**config.mk**
```make
export PLATFORM = sky130hd
export DESIGN_NAME = ycbcr_hue_sat_luma_adjust_flat
export DESIGN_NICKNAME = d
export VERILOG_FILES = /design/src/design/yhsla_pkg.sv /design/src/design/yhsla_if.sv /design/src/design/yhsla_apb_regs.sv /design/src/design/yhsla_luma_lut.sv /design/src/design/yhsla_chroma.sv /design/src/design/ycbcr_hue_sat_luma_adjust.sv /design/src/flat_wrapper.sv
export SDC_FILE = /design/constraint.sdc
export NUM_CORES = 2
export LEC_CHECK = 0
export ABC_AREA = 0
export BUFFER_PORTS_ARGS = -buffer_cell sky130_fd_sc_hd__buf_2
export CELL_PAD_IN_SITES_DETAIL_PLACEMENT = 1
export CELL_PAD_IN_SITES_GLOBAL_PLACEMENT = 1
export CORE_ASPECT_RATIO = 0.9
export CORE_MARGIN = 3
export CORE_UTILIZATION = 55
export CTS_BUF_LIST = sky130_fd_sc_hd__clkbuf_4
export DETAILED_ROUTE_END_ITERATION = 8
export PLACE_DENSITY_LB_ADDON = 0.1
export SYNTH_ARGS = -nofsm -noshare
export SYNTH_HDL_FRONTEND = slang
export SYNTH_SLANG_ARGS = --single-unit
```
**constraint.sdc**
```tcl
create_clock -name clk -period 6.3 [get_ports clk]
set_input_delay 0.315 -clock clk [delete_from_list [all_inputs] [get_ports clk]]
set_output_delay 0.315 -clock clk [all_outputs]
set_load 0.05 [all_outputs]
```
**src/design/yhsla_pkg.sv**
```systemverilog
// ----------------------------------------------------------------------------
// yhsla_pkg
// Shared widths, register codes and types for the YCbCr hue, saturation and
// luma adjust block.
// ----------------------------------------------------------------------------
package yhsla_pkg;

    localparam int GAIN_FRAC_BITS_DEF = 12;
    localparam int PIX_W              = 8;
    localparam int GAIN_W             = 16;
    localparam int LUT_DEPTH          = 256;
    localparam int LUT_AW             = 8;
    localparam int APB_ADDR_W         = 4;
    localparam int APB_DATA_W         = 32;

    localparam logic KIND_PIXEL = 1'b0;
    localparam logic KIND_TABLE = 1'b1;

    localparam logic signed [GAIN_W-1:0] COS_GAIN_RST = 16'sd4096;
    localparam logic signed [GAIN_W-1:0] SIN_GAIN_RST = 16'sd0;

    typedef enum logic [1:0] {
        REG_ADJUST_LUMA = 2'd0,
        REG_COS_GAIN    = 2'd1,
        REG_SIN_GAIN    = 2'd2
    } reg_idx_t;

    typedef struct packed {
        logic                     adjust_luma;
        logic signed [GAIN_W-1:0] cos_gain;
        logic signed [GAIN_W-1:0] sin_gain;
    } cfg_t;

    // Per-stage load enables of the pixel pipeline.
    typedef struct packed {
        logic s1;
        logic s2;
        logic s3;
        logic s4;
    } stage_en_t;

endpackage

```
**src/design/yhsla_if.sv**
```systemverilog
// ----------------------------------------------------------------------------
// yhsla_if
// Valid/ready stream interfaces for input items and result items.
// ----------------------------------------------------------------------------
interface yhsla_in_if;
    logic                        valid;
    logic                        ready;
    logic                        kind;
    logic [yhsla_pkg::PIX_W-1:0] luma;
    logic [yhsla_pkg::PIX_W-1:0] cb;
    logic [yhsla_pkg::PIX_W-1:0] cr;
    logic [yhsla_pkg::LUT_AW-1:0] table_index;
    logic [yhsla_pkg::PIX_W-1:0] table_value;

    modport source (output valid, kind, luma, cb, cr, table_index, table_value,
                    input ready);
    modport sink   (input valid, kind, luma, cb, cr, table_index, table_value,
                    output ready);
endinterface

interface yhsla_out_if;
    logic                        valid;
    logic                        ready;
    logic [yhsla_pkg::PIX_W-1:0] luma_out;
    logic [yhsla_pkg::PIX_W-1:0] cb_out;
    logic [yhsla_pkg::PIX_W-1:0] cr_out;

    modport source (output valid, luma_out, cb_out, cr_out, input ready);
    modport sink   (input valid, luma_out, cb_out, cr_out, output ready);
endinterface

```
**src/design/yhsla_apb_regs.sv**
```systemverilog
// ----------------------------------------------------------------------------
// yhsla_apb_regs
// APB register file: luma adjust enable and the two chroma gains.
// ----------------------------------------------------------------------------
module yhsla_apb_regs (
    input  logic                              clk,
    input  logic                              rst_n,
    input  logic                              psel,
    input  logic                              penable,
    input  logic                              pwrite,
    input  logic [yhsla_pkg::APB_ADDR_W-1:0]  paddr,
    input  logic [yhsla_pkg::APB_DATA_W-1:0]  pwdata,
    output logic [yhsla_pkg::APB_DATA_W-1:0]  prdata,
    output logic                              pready,
    output yhsla_pkg::cfg_t                   cfg
);
    import yhsla_pkg::*;

    cfg_t     cfg_reg;
    cfg_t     cfg_next;
    reg_idx_t idx;
    logic     wr_en;

    assign idx    = reg_idx_t'(paddr[3:2]);
    assign wr_en  = psel && penable && pwrite;
    assign pready = 1'b1;
    assign cfg    = cfg_reg;

    always_comb
    begin
        cfg_next = cfg_reg;
        if (wr_en)
        begin
            case (idx)
                REG_ADJUST_LUMA: cfg_next.adjust_luma = pwdata[0];
                REG_COS_GAIN:    cfg_next.cos_gain    = pwdata[GAIN_W-1:0];
                REG_SIN_GAIN:    cfg_next.sin_gain    = pwdata[GAIN_W-1:0];
                default:         cfg_next             = cfg_reg;
            endcase
        end
    end

    always_comb
    begin
        case (idx)
            REG_ADJUST_LUMA: prdata = {{(APB_DATA_W-1){1'b0}}, cfg_reg.adjust_luma};
            REG_COS_GAIN:    prdata = APB_DATA_W'(cfg_reg.cos_gain);
            REG_SIN_GAIN:    prdata = APB_DATA_W'(cfg_reg.sin_gain);
            default:         prdata = '0;
        endcase
    end

    always_ff @(posedge clk or negedge rst_n)
    begin
        if (!rst_n)
        begin
            cfg_reg.adjust_luma <= 1'b0;
            cfg_reg.cos_gain    <= COS_GAIN_RST;
            cfg_reg.sin_gain    <= SIN_GAIN_RST;
        end
        else
        begin
            cfg_reg <= cfg_next;
        end
    end

endmodule

```
**src/design/yhsla_luma_lut.sv**
```systemverilog
// ----------------------------------------------------------------------------
// yhsla_luma_lut
// Luma curve memory and the luma lane of the pixel pipeline.
// ----------------------------------------------------------------------------
module yhsla_luma_lut (
    input  logic                           clk,
    input  yhsla_pkg::stage_en_t           en,
    input  logic                           wr,
    input  logic                           adjust_luma,
    input  logic [yhsla_pkg::PIX_W-1:0]    luma,
    input  logic [yhsla_pkg::LUT_AW-1:0]   table_index,
    input  logic [yhsla_pkg::PIX_W-1:0]    table_value,
    output logic [yhsla_pkg::PIX_W-1:0]    luma_out
);
    import yhsla_pkg::*;

    logic [PIX_W-1:0]  mem [LUT_DEPTH];
    logic [PIX_W-1:0]  luma1_reg;
    logic [LUT_AW-1:0] idx1_reg;
    logic [PIX_W-1:0]  val1_reg;
    logic [PIX_W-1:0]  rdata_reg;
    logic [PIX_W-1:0]  luma2_reg;
    logic [PIX_W-1:0]  luma3_reg;
    logic [PIX_W-1:0]  luma3_next;
    logic [PIX_W-1:0]  luma4_reg;

    assign luma3_next = adjust_luma ? rdata_reg : luma2_reg;
    assign luma_out   = luma4_reg;

    // Table write and pixel lookup both happen at the second stage, on separate addresses.
    always_ff @(posedge clk)
    begin
        if (wr)
            mem[idx1_reg] <= val1_reg;
        if (en.s2)
            rdata_reg <= mem[luma1_reg];
    end

    always_ff @(posedge clk)
    begin
        if (en.s1)
        begin
            luma1_reg <= luma;
            idx1_reg  <= table_index;
            val1_reg  <= table_value;
        end
        if (en.s2)
            luma2_reg <= luma1_reg;
        if (en.s3)
            luma3_reg <= luma3_next;
        if (en.s4)
            luma4_reg <= luma3_reg;
    end

endmodule

```
**src/design/yhsla_chroma.sv**
```systemverilog
// ----------------------------------------------------------------------------
// yhsla_chroma
// Chroma rotate and scale: offset, multiply, sum with rounding bias, clamp.
// ----------------------------------------------------------------------------
module yhsla_chroma #(
    parameter int GAIN_FRAC_BITS = yhsla_pkg::GAIN_FRAC_BITS_DEF
) (
    input  logic                        clk,
    input  yhsla_pkg::stage_en_t        en,
    input  yhsla_pkg::cfg_t             cfg,
    input  logic [yhsla_pkg::PIX_W-1:0] cb,
    input  logic [yhsla_pkg::PIX_W-1:0] cr,
    output logic [yhsla_pkg::PIX_W-1:0] cb_out,
    output logic [yhsla_pkg::PIX_W-1:0] cr_out
);
    import yhsla_pkg::*;

    localparam int PROD_W = PIX_W + GAIN_W;
    localparam int BIAS_W = GAIN_FRAC_BITS + PIX_W + 1;
    localparam int SUM_W  = ((BIAS_W > PROD_W + 1) ? BIAS_W : PROD_W + 1) + 1;
    localparam int Q_W    = SUM_W - GAIN_FRAC_BITS;
    localparam logic signed [SUM_W-1:0] ROUND_BIAS =
        SUM_W'((128 << GAIN_FRAC_BITS) + (1 << (GAIN_FRAC_BITS - 1)));

    logic signed [PIX_W-1:0]  u1_reg;
    logic signed [PIX_W-1:0]  v1_reg;
    logic signed [PROD_W-1:0] uc2_reg;
    logic signed [PROD_W-1:0] vs2_reg;
    logic signed [PROD_W-1:0] vc2_reg;
    logic signed [PROD_W-1:0] us2_reg;
    logic signed [SUM_W-1:0]  cb3_reg;
    logic signed [SUM_W-1:0]  cr3_reg;
    logic signed [SUM_W-1:0]  cb3_next;
    logic signed [SUM_W-1:0]  cr3_next;
    logic [PIX_W-1:0]         cb4_reg;
    logic [PIX_W-1:0]         cr4_reg;

    // Floor by the fraction bits, then clamp to the pixel range.
    function automatic logic [PIX_W-1:0] clamp_pix(input logic signed [SUM_W-1:0] t);
        logic [Q_W-1:0] q;
        q = t[SUM_W-1:GAIN_FRAC_BITS];
        if (t[SUM_W-1])
            return '0;
        else if (|q[Q_W-1:PIX_W])
            return '1;
        else
            return q[PIX_W-1:0];
    endfunction

    assign cb3_next = SUM_W'(uc2_reg) + SUM_W'(vs2_reg) + ROUND_BIAS;
    assign cr3_next = SUM_W'(vc2_reg) - SUM_W'(us2_reg) + ROUND_BIAS;
    assign cb_out   = cb4_reg;
    assign cr_out   = cr4_reg;

    always_ff @(posedge clk)
    begin
        if (en.s1)
        begin
            // Remove the 128 offset: flip the top bit.
            u1_reg <= {~cb[PIX_W-1], cb[PIX_W-2:0]};
            v1_reg <= {~cr[PIX_W-1], cr[PIX_W-2:0]};
        end
        if (en.s2)
        begin
            uc2_reg <= u1_reg * cfg.cos_gain;
            vs2_reg <= v1_reg * cfg.sin_gain;
            vc2_reg <= v1_reg * cfg.cos_gain;
            us2_reg <= u1_reg * cfg.sin_gain;
        end
        if (en.s3)
        begin
            cb3_reg <= cb3_next;
            cr3_reg <= cr3_next;
        end
        if (en.s4)
        begin
            cb4_reg <= clamp_pix(cb3_reg);
            cr4_reg <= clamp_pix(cr3_reg);
        end
    end

endmodule

```
**src/design/ycbcr_hue_sat_luma_adjust.sv**
```systemverilog
// Pipeline: four register stages; a pixel accepted at the input passes through stages one
// to four in order and is shown on the output from the fourth.
// Throughput: one item per cycle; every stage advances whenever its successor is empty or
// moves on, so only a stalled output holds the input back.
// Table-write items give no result and leave the pipeline after the first stage.
// Reset (rst_n, async, active low) empties the pipeline and loads the register defaults;
// the luma curve is not cleared and holds garbage until written.
// ----------------------------------------------------------------------------
// ycbcr_hue_sat_luma_adjust
// Per-pixel YCbCr adjust: luma through an optional curve, chroma rotated and
// scaled about 128 by signed fixed-point gains with rounding and clamping.
// ----------------------------------------------------------------------------
module ycbcr_hue_sat_luma_adjust #(
    parameter int GAIN_FRAC_BITS = yhsla_pkg::GAIN_FRAC_BITS_DEF
) (
    input  logic                              clk,
    input  logic                              rst_n,
    yhsla_in_if.sink                          pix_in,
    yhsla_out_if.source                       pix_out,
    input  logic                              psel,
    input  logic                              penable,
    input  logic                              pwrite,
    input  logic [yhsla_pkg::APB_ADDR_W-1:0]  paddr,
    input  logic [yhsla_pkg::APB_DATA_W-1:0]  pwdata,
    output logic [yhsla_pkg::APB_DATA_W-1:0]  prdata,
    output logic                              pready
);
    import yhsla_pkg::*;

    cfg_t      cfg;
    stage_en_t en;

    // Stage valid bits; kind rides along only through stage one.
    logic v1_reg, v1_next;
    logic v2_reg, v2_next;
    logic v3_reg, v3_next;
    logic v4_reg, v4_next;
    logic kind1_reg, kind1_next;
    logic ready1, ready2, ready3, ready4;
    logic lut_wr;

    // A stage takes new data when it is empty or its contents move on.
    assign ready4 = !v4_reg || pix_out.ready;
    assign ready3 = !v3_reg || ready4;
    assign ready2 = !v2_reg || ready3;
    assign ready1 = !v1_reg || ready2;

    always_comb
    begin
        en.s1 = ready1;
        en.s2 = ready2;
        en.s3 = ready3;
        en.s4 = ready4;
    end

    assign pix_in.ready  = ready1;
    assign pix_out.valid = v4_reg;

    // Drop table writes here: they update the curve and make no result.
    assign lut_wr     = en.s2 && v1_reg && (kind1_reg == KIND_TABLE);
    assign v1_next    = en.s1 ? pix_in.valid : v1_reg;
    assign kind1_next = en.s1 ? pix_in.kind  : kind1_reg;
    assign v2_next    = en.s2 ? (v1_reg && (kind1_reg == KIND_PIXEL)) : v2_reg;
    assign v3_next    = en.s3 ? v2_reg : v3_reg;
    assign v4_next    = en.s4 ? v3_reg : v4_reg;

    always_ff @(posedge clk or negedge rst_n)
    begin
        if (!rst_n)
        begin
            v1_reg    <= 1'b0;
            v2_reg    <= 1'b0;
            v3_reg    <= 1'b0;
            v4_reg    <= 1'b0;
            kind1_reg <= KIND_PIXEL;
        end
        else
        begin
            v1_reg    <= v1_next;
            v2_reg    <= v2_next;
            v3_reg    <= v3_next;
            v4_reg    <= v4_next;
            kind1_reg <= kind1_next;
        end
    end

    yhsla_apb_regs u_regs (
        .clk     (clk),
        .rst_n   (rst_n),
        .psel    (psel),
        .penable (penable),
        .pwrite  (pwrite),
        .paddr   (paddr),
        .pwdata  (pwdata),
        .prdata  (prdata),
        .pready  (pready),
        .cfg     (cfg)
    );

    yhsla_luma_lut u_luma (
        .clk         (clk),
        .en          (en),
        .wr          (lut_wr),
        .adjust_luma (cfg.adjust_luma),
        .luma        (pix_in.luma),
        .table_index (pix_in.table_index),
        .table_value (pix_in.table_value),
        .luma_out    (pix_out.luma_out)
    );

    yhsla_chroma #(
        .GAIN_FRAC_BITS (GAIN_FRAC_BITS)
    ) u_chroma (
        .clk    (clk),
        .en     (en),
        .cfg    (cfg),
        .cb     (pix_in.cb),
        .cr     (pix_in.cr),
        .cb_out (pix_out.cb_out),
        .cr_out (pix_out.cr_out)
    );

endmodule

```
**src/flat_wrapper.sv**
```systemverilog
// flat-port wrapper written by rule: the top's interface ports become plain ports
module ycbcr_hue_sat_luma_adjust_flat import yhsla_pkg::*;
#(
    parameter int GAIN_FRAC_BITS = yhsla_pkg::GAIN_FRAC_BITS_DEF
)
  (clk, rst_n, psel, penable, pwrite, paddr, pwdata, prdata, pready, pix_in_valid, pix_in_kind, pix_in_luma, pix_in_cb, pix_in_cr, pix_in_table_index, pix_in_table_value, pix_in_ready, pix_out_valid, pix_out_luma_out, pix_out_cb_out, pix_out_cr_out, pix_out_ready);
  yhsla_in_if pix_in_i ();
  yhsla_out_if pix_out_i ();
  input  logic clk;
  input  logic rst_n;
  input  logic psel;
  input  logic penable;
  input  logic pwrite;
  input  logic [yhsla_pkg::APB_ADDR_W-1:0] paddr;
  input  logic [yhsla_pkg::APB_DATA_W-1:0] pwdata;
  output logic [yhsla_pkg::APB_DATA_W-1:0] prdata;
  output logic pready;
  input wire logic [$bits(pix_in_i.valid)-1:0] pix_in_valid;
  input wire logic [$bits(pix_in_i.kind)-1:0] pix_in_kind;
  input wire logic [$bits(pix_in_i.luma)-1:0] pix_in_luma;
  input wire logic [$bits(pix_in_i.cb)-1:0] pix_in_cb;
  input wire logic [$bits(pix_in_i.cr)-1:0] pix_in_cr;
  input wire logic [$bits(pix_in_i.table_index)-1:0] pix_in_table_index;
  input wire logic [$bits(pix_in_i.table_value)-1:0] pix_in_table_value;
  output wire logic [$bits(pix_in_i.ready)-1:0] pix_in_ready;
  output wire logic [$bits(pix_out_i.valid)-1:0] pix_out_valid;
  output wire logic [$bits(pix_out_i.luma_out)-1:0] pix_out_luma_out;
  output wire logic [$bits(pix_out_i.cb_out)-1:0] pix_out_cb_out;
  output wire logic [$bits(pix_out_i.cr_out)-1:0] pix_out_cr_out;
  input wire logic [$bits(pix_out_i.ready)-1:0] pix_out_ready;
  assign pix_in_i.valid = pix_in_valid;
  assign pix_in_i.kind = pix_in_kind;
  assign pix_in_i.luma = pix_in_luma;
  assign pix_in_i.cb = pix_in_cb;
  assign pix_in_i.cr = pix_in_cr;
  assign pix_in_i.table_index = pix_in_table_index;
  assign pix_in_i.table_value = pix_in_table_value;
  assign pix_in_ready = pix_in_i.ready;
  assign pix_out_valid = pix_out_i.valid;
  assign pix_out_luma_out = pix_out_i.luma_out;
  assign pix_out_cb_out = pix_out_i.cb_out;
  assign pix_out_cr_out = pix_out_i.cr_out;
  assign pix_out_i.ready = pix_out_ready;
  ycbcr_hue_sat_luma_adjust #(.GAIN_FRAC_BITS(GAIN_FRAC_BITS)) u_core (.clk(clk), .rst_n(rst_n), .pix_in(pix_in_i), .pix_out(pix_out_i), .psel(psel), .penable(penable), .pwrite(pwrite), .paddr(paddr), .pwdata(pwdata), .prdata(prdata), .pready(pready));
endmodule
```
==> flow_metrics.env <==
export IMPL_cts_buffer_depth=4
export IMPL_fin_area_mm2=0.120
export IMPL_globalplace_congestion=0.823
export IMPL_max_slew_worst_pin_slew_ns=1.37
export IMPL_path_clk_slew_ns=0.07
export IMPL_ir_worst_vdd_v=0.000334
export IMPL_register_area_mm2=0.0688
export IMPL_root_buffer="clkbuf_4"
export IMPL_synth_seq_cells=2298
export IMPL_slew_violations=0
export IMPL_largest_reg_flops=2048
export IMPL_io_pins=143
export IMPL_cts_htree_levels=6
export IMPL_fill_cells=17100
export IMPL_drive_gt1_share_pct=26.6
export IMPL_cts_buffers_inserted=596
export IMPL_first_pass_iters=6
export IMPL_gr_usage_all_layers_pct=28.5
export IMPL_antenna_found_initial=14
export IMPL_synth_top_area_share_pct=63.0
export IMPL_power_internal_mw=32.9
export IMPL_clkSinkCount=2298
export IMPL_fin_crit_sh_pct=92.9
export IMPL_synthFlopType="edfxtp_1"
export IMPL_grt_pass1_wl_um=420000
export IMPL_grt_overflow=0
export IMPL_grt_max_degree=233
export IMPL_p_switching_mw=18.3
export IMPL_rsz0062_at_grt="no"
export IMPL_maxCapViolations=0
export IMPL_fmax_mhz=171
export IMPL_vias=58800
export IMPL_multiInputGateArea_mm2=0.0355
export IMPL_core_rowCount=153
export IMPL_tritoncts="built"
export IMPL_avgViaCountPerCell=6.06
export IMPL_synth_area_leader_cell="edfxtp_1"
export IMPL_clk_latency_ns=1.38
export IMPL_drc=0
export IMPL_seq_power_share_pct=37.0
export IMPL_ys_warn_count=0
export IMPL_synth_area_top_cells="edfxtp_1 63%, mux4_2 14%, fa_1 7.7%"
export IMPL_swShare_pct=35.8
export IMPL_slew_headroom_pct=8.76
export IMPL_place_area_mm2=0.112
export IMPL_yosysSeqAreaShare_pct=63.9
export IMPL_p_leak_nw=43.0
export IMPL_syn_avg_cell_area_um2=17.8
export IMPL_fin_util_pct=62.0
export IMPL_drt_total_wl_um=281000
export IMPL_io_buffers=123
export IMPL_setup_violations=0
export IMPL_finalSetupTns_ns=0
export IMPL_die_h_um=426
export IMPL_finalHoldViolCount=0
export IMPL_core_area_mm2=0.194
export IMPL_fin_nets=7512
export IMPL_netlist_cell_type_count=72
export IMPL_synthArstFlopShare_pct=1.65
export IMPL_layout_setup_ws_ns=0.447
export IMPL_hp_class="in2reg"
export IMPL_syn_num_nets=6805
export IMPL_fin_crit_ns=5.85
export IMPL_critPathKind="reg2reg"
export IMPL_die_area_mm2=0.201
export IMPL_routedWlPerCell_um=29.0
export IMPL_netlist_instances=6059
export IMPL_finClkSkew_ns=0.110
export IMPL_place_hpwl_um=178000
export IMPL_worstPathArrival_ns=7.10
export IMPL_drt_iter0_markers=6301
export IMPL_status="finished, final reports clean"
export IMPL_netlist_area_mm2=0.108
export IMPL_cp_start_kind="flop"
export IMPL_floorplan_initialDensity_pct=55.5
export IMPL_die_w_um=472
export IMPL_p_clk_share_pct=24.4
export IMPL_power_frac_comb_pct=38.6
export IMPL_path_max_fanout=22
export IMPL_drtAntennaViolNets=0
export IMPL_cp_end_kind="flop"
export IMPL_p_per_area_mw_per_mm2=426
export IMPL_synthToLayoutAreaGrowth_pct=11.6
export IMPL_place_ws_ns=0.305
export IMPL_synth_edff_count=2260
export IMPL_grt_pass1_vias=62800
export IMPL_cp_required_ns=7.54
layer usage:
metal  global-route usage [%]  routed length (um)  up-vias
li1                         -                   -    24500
met4                     7.32                5830        0
met5                        0                   0        -
met2                     43.1              132000     2662
met3                     6.17               24000      409
met1                     42.7              119000    31200
cells by family after synthesis:
group,share of synthesized area (%)
AOI/OAI and AO/OA,1.54
xor gates and xnor gates,0.927
adders and majority gates,10.6
buffers and inverters,3.12
DFF,63.9
muxes,14.7
other,0.00348
and+or+nand+nor,5.18
critical path, cell delays in order (launching register included):
cell	delay [ns]
edfxtp_1	0.89
buf_4	0.32
and2_1	0.17
fa_1	0.45
fa_1	0.53
fa_1	0.50
inv_1	0.05
fa_1	0.48
inv_1	0.05
ha_1	0.31
a21boi_0	0.15
o21ai_0	0.30
a21oi_1	0.19
a41oi_1	0.52
a211oi_1	0.23
or4_1	0.54
nand3_1	0.08
worst paths after layout:
check,slack (ns),endpoint,cells after the start,from
max reg2reg,0.45,u_core.u_chroma.vs2_reg[22]$_DFFE_PP_,16,u_core.u_chroma.v1_reg[3]$_DFFE_PP_
max in group asynchronous,5.77,u_core.u_regs.cfg[10]$_DFFE_PN0P_,4,rst_n
min in group asynchronous,0.24,u_core.pix_out.valid$_DFFE_PN0P_,4,rst_n
min reg2reg,0.43,u_core.u_luma.luma_out[4]$_DFFE_PP_,0,u_core.u_luma.luma3_reg[4]$_DFFE_PP_
min,0.20,u_core.u_luma.luma1_reg[3]$_DFFE_PP_,3,pix_in_luma[3]
max,0.45,u_core.u_chroma.vs2_reg[22]$_DFFE_PP_,16,u_core.u_chroma.v1_reg[3]$_DFFE_PP_
cell usage in the layout, fill, tap and decap left out, types with 90 or more instances in the layout:
cell	n
clkbuf_4	832
nor2_1	417
buf_2	123
nand2_1	166
ha_1	250
xnor2_1	90
inv_1	585
mux4_2	680
buf_4	111
and2_1	358
fa_1	412
dlygate4sd3_1	135
edfxtp_1	2260
stage by stage:
stage | total power [mW] | hold slack [ns] | cells
2_1_floorplan | 33.2 | 0.0194 | 6059
3_3_place_gp | 38.2 | 0.410 | 8583
3_5_place_dp | 38.8 | 0.411 | 8583
4_1_cts | 51.6 | 0.00339 | 9671
5_1_grt | 54.9 | 0.0697 | 9687
6_report | 51.2 | 0.200 | 9695
cell usage after synthesis, types with 15 or more instances:
cell and instances:
mux4_2 680, xnor2_1 90, dfrtp_1 37, nor2b_1 23, nor2_1 417, buf_1 63
nand3_1 41, a21o_1 26, nor3_1 31, a21oi_1 67, nand2_1 167, nand2b_1 22
buf_4 17, inv_1 585, and3_1 15, xor2_1 24, a22o_1 18, mux2_2 43
edfxtp_1 2260, and2_1 358, fa_1 412, o21ai_0 39, ha_1 250, clkbuf_1 212
power by group through the flow:
stage                     registers [mW]  logic [mW]  clock network (mW)
after detailed placement            19.3        19.6                   0
after global placement              19.3        19.0                   0
after CTS                           19.0        19.9                12.7
final                               19.0        19.8                12.5
after floorplan                     19.2        14.0                   0
after global routing                19.0        22.3                13.6
repair_timing:
| action | in CTS | in global routing |
|---|---|---|
| buffers inserted | 0 | 6 |
| hold buffers | 136 | 0 |
| resized for setup | 0 | 1 |
| hold endpoints to repair | 203 | 0 |
| setup endpoints to repair | 0 | 3 |
layout make-up:
type / count / area share [%]
clock buffer: 832 / 5.20
tap: 2557 / 2.66
inverter: 585 / 1.83
timing repair buffer: 401 / 2.86
sequential: 2298 / 57.3
clock inverter: 120 / 0.585
multi-input combinational: 2884 / 29.6
antenna: 18 / 0.0375
Note: power is estimated with default switching activity, not from simulation.
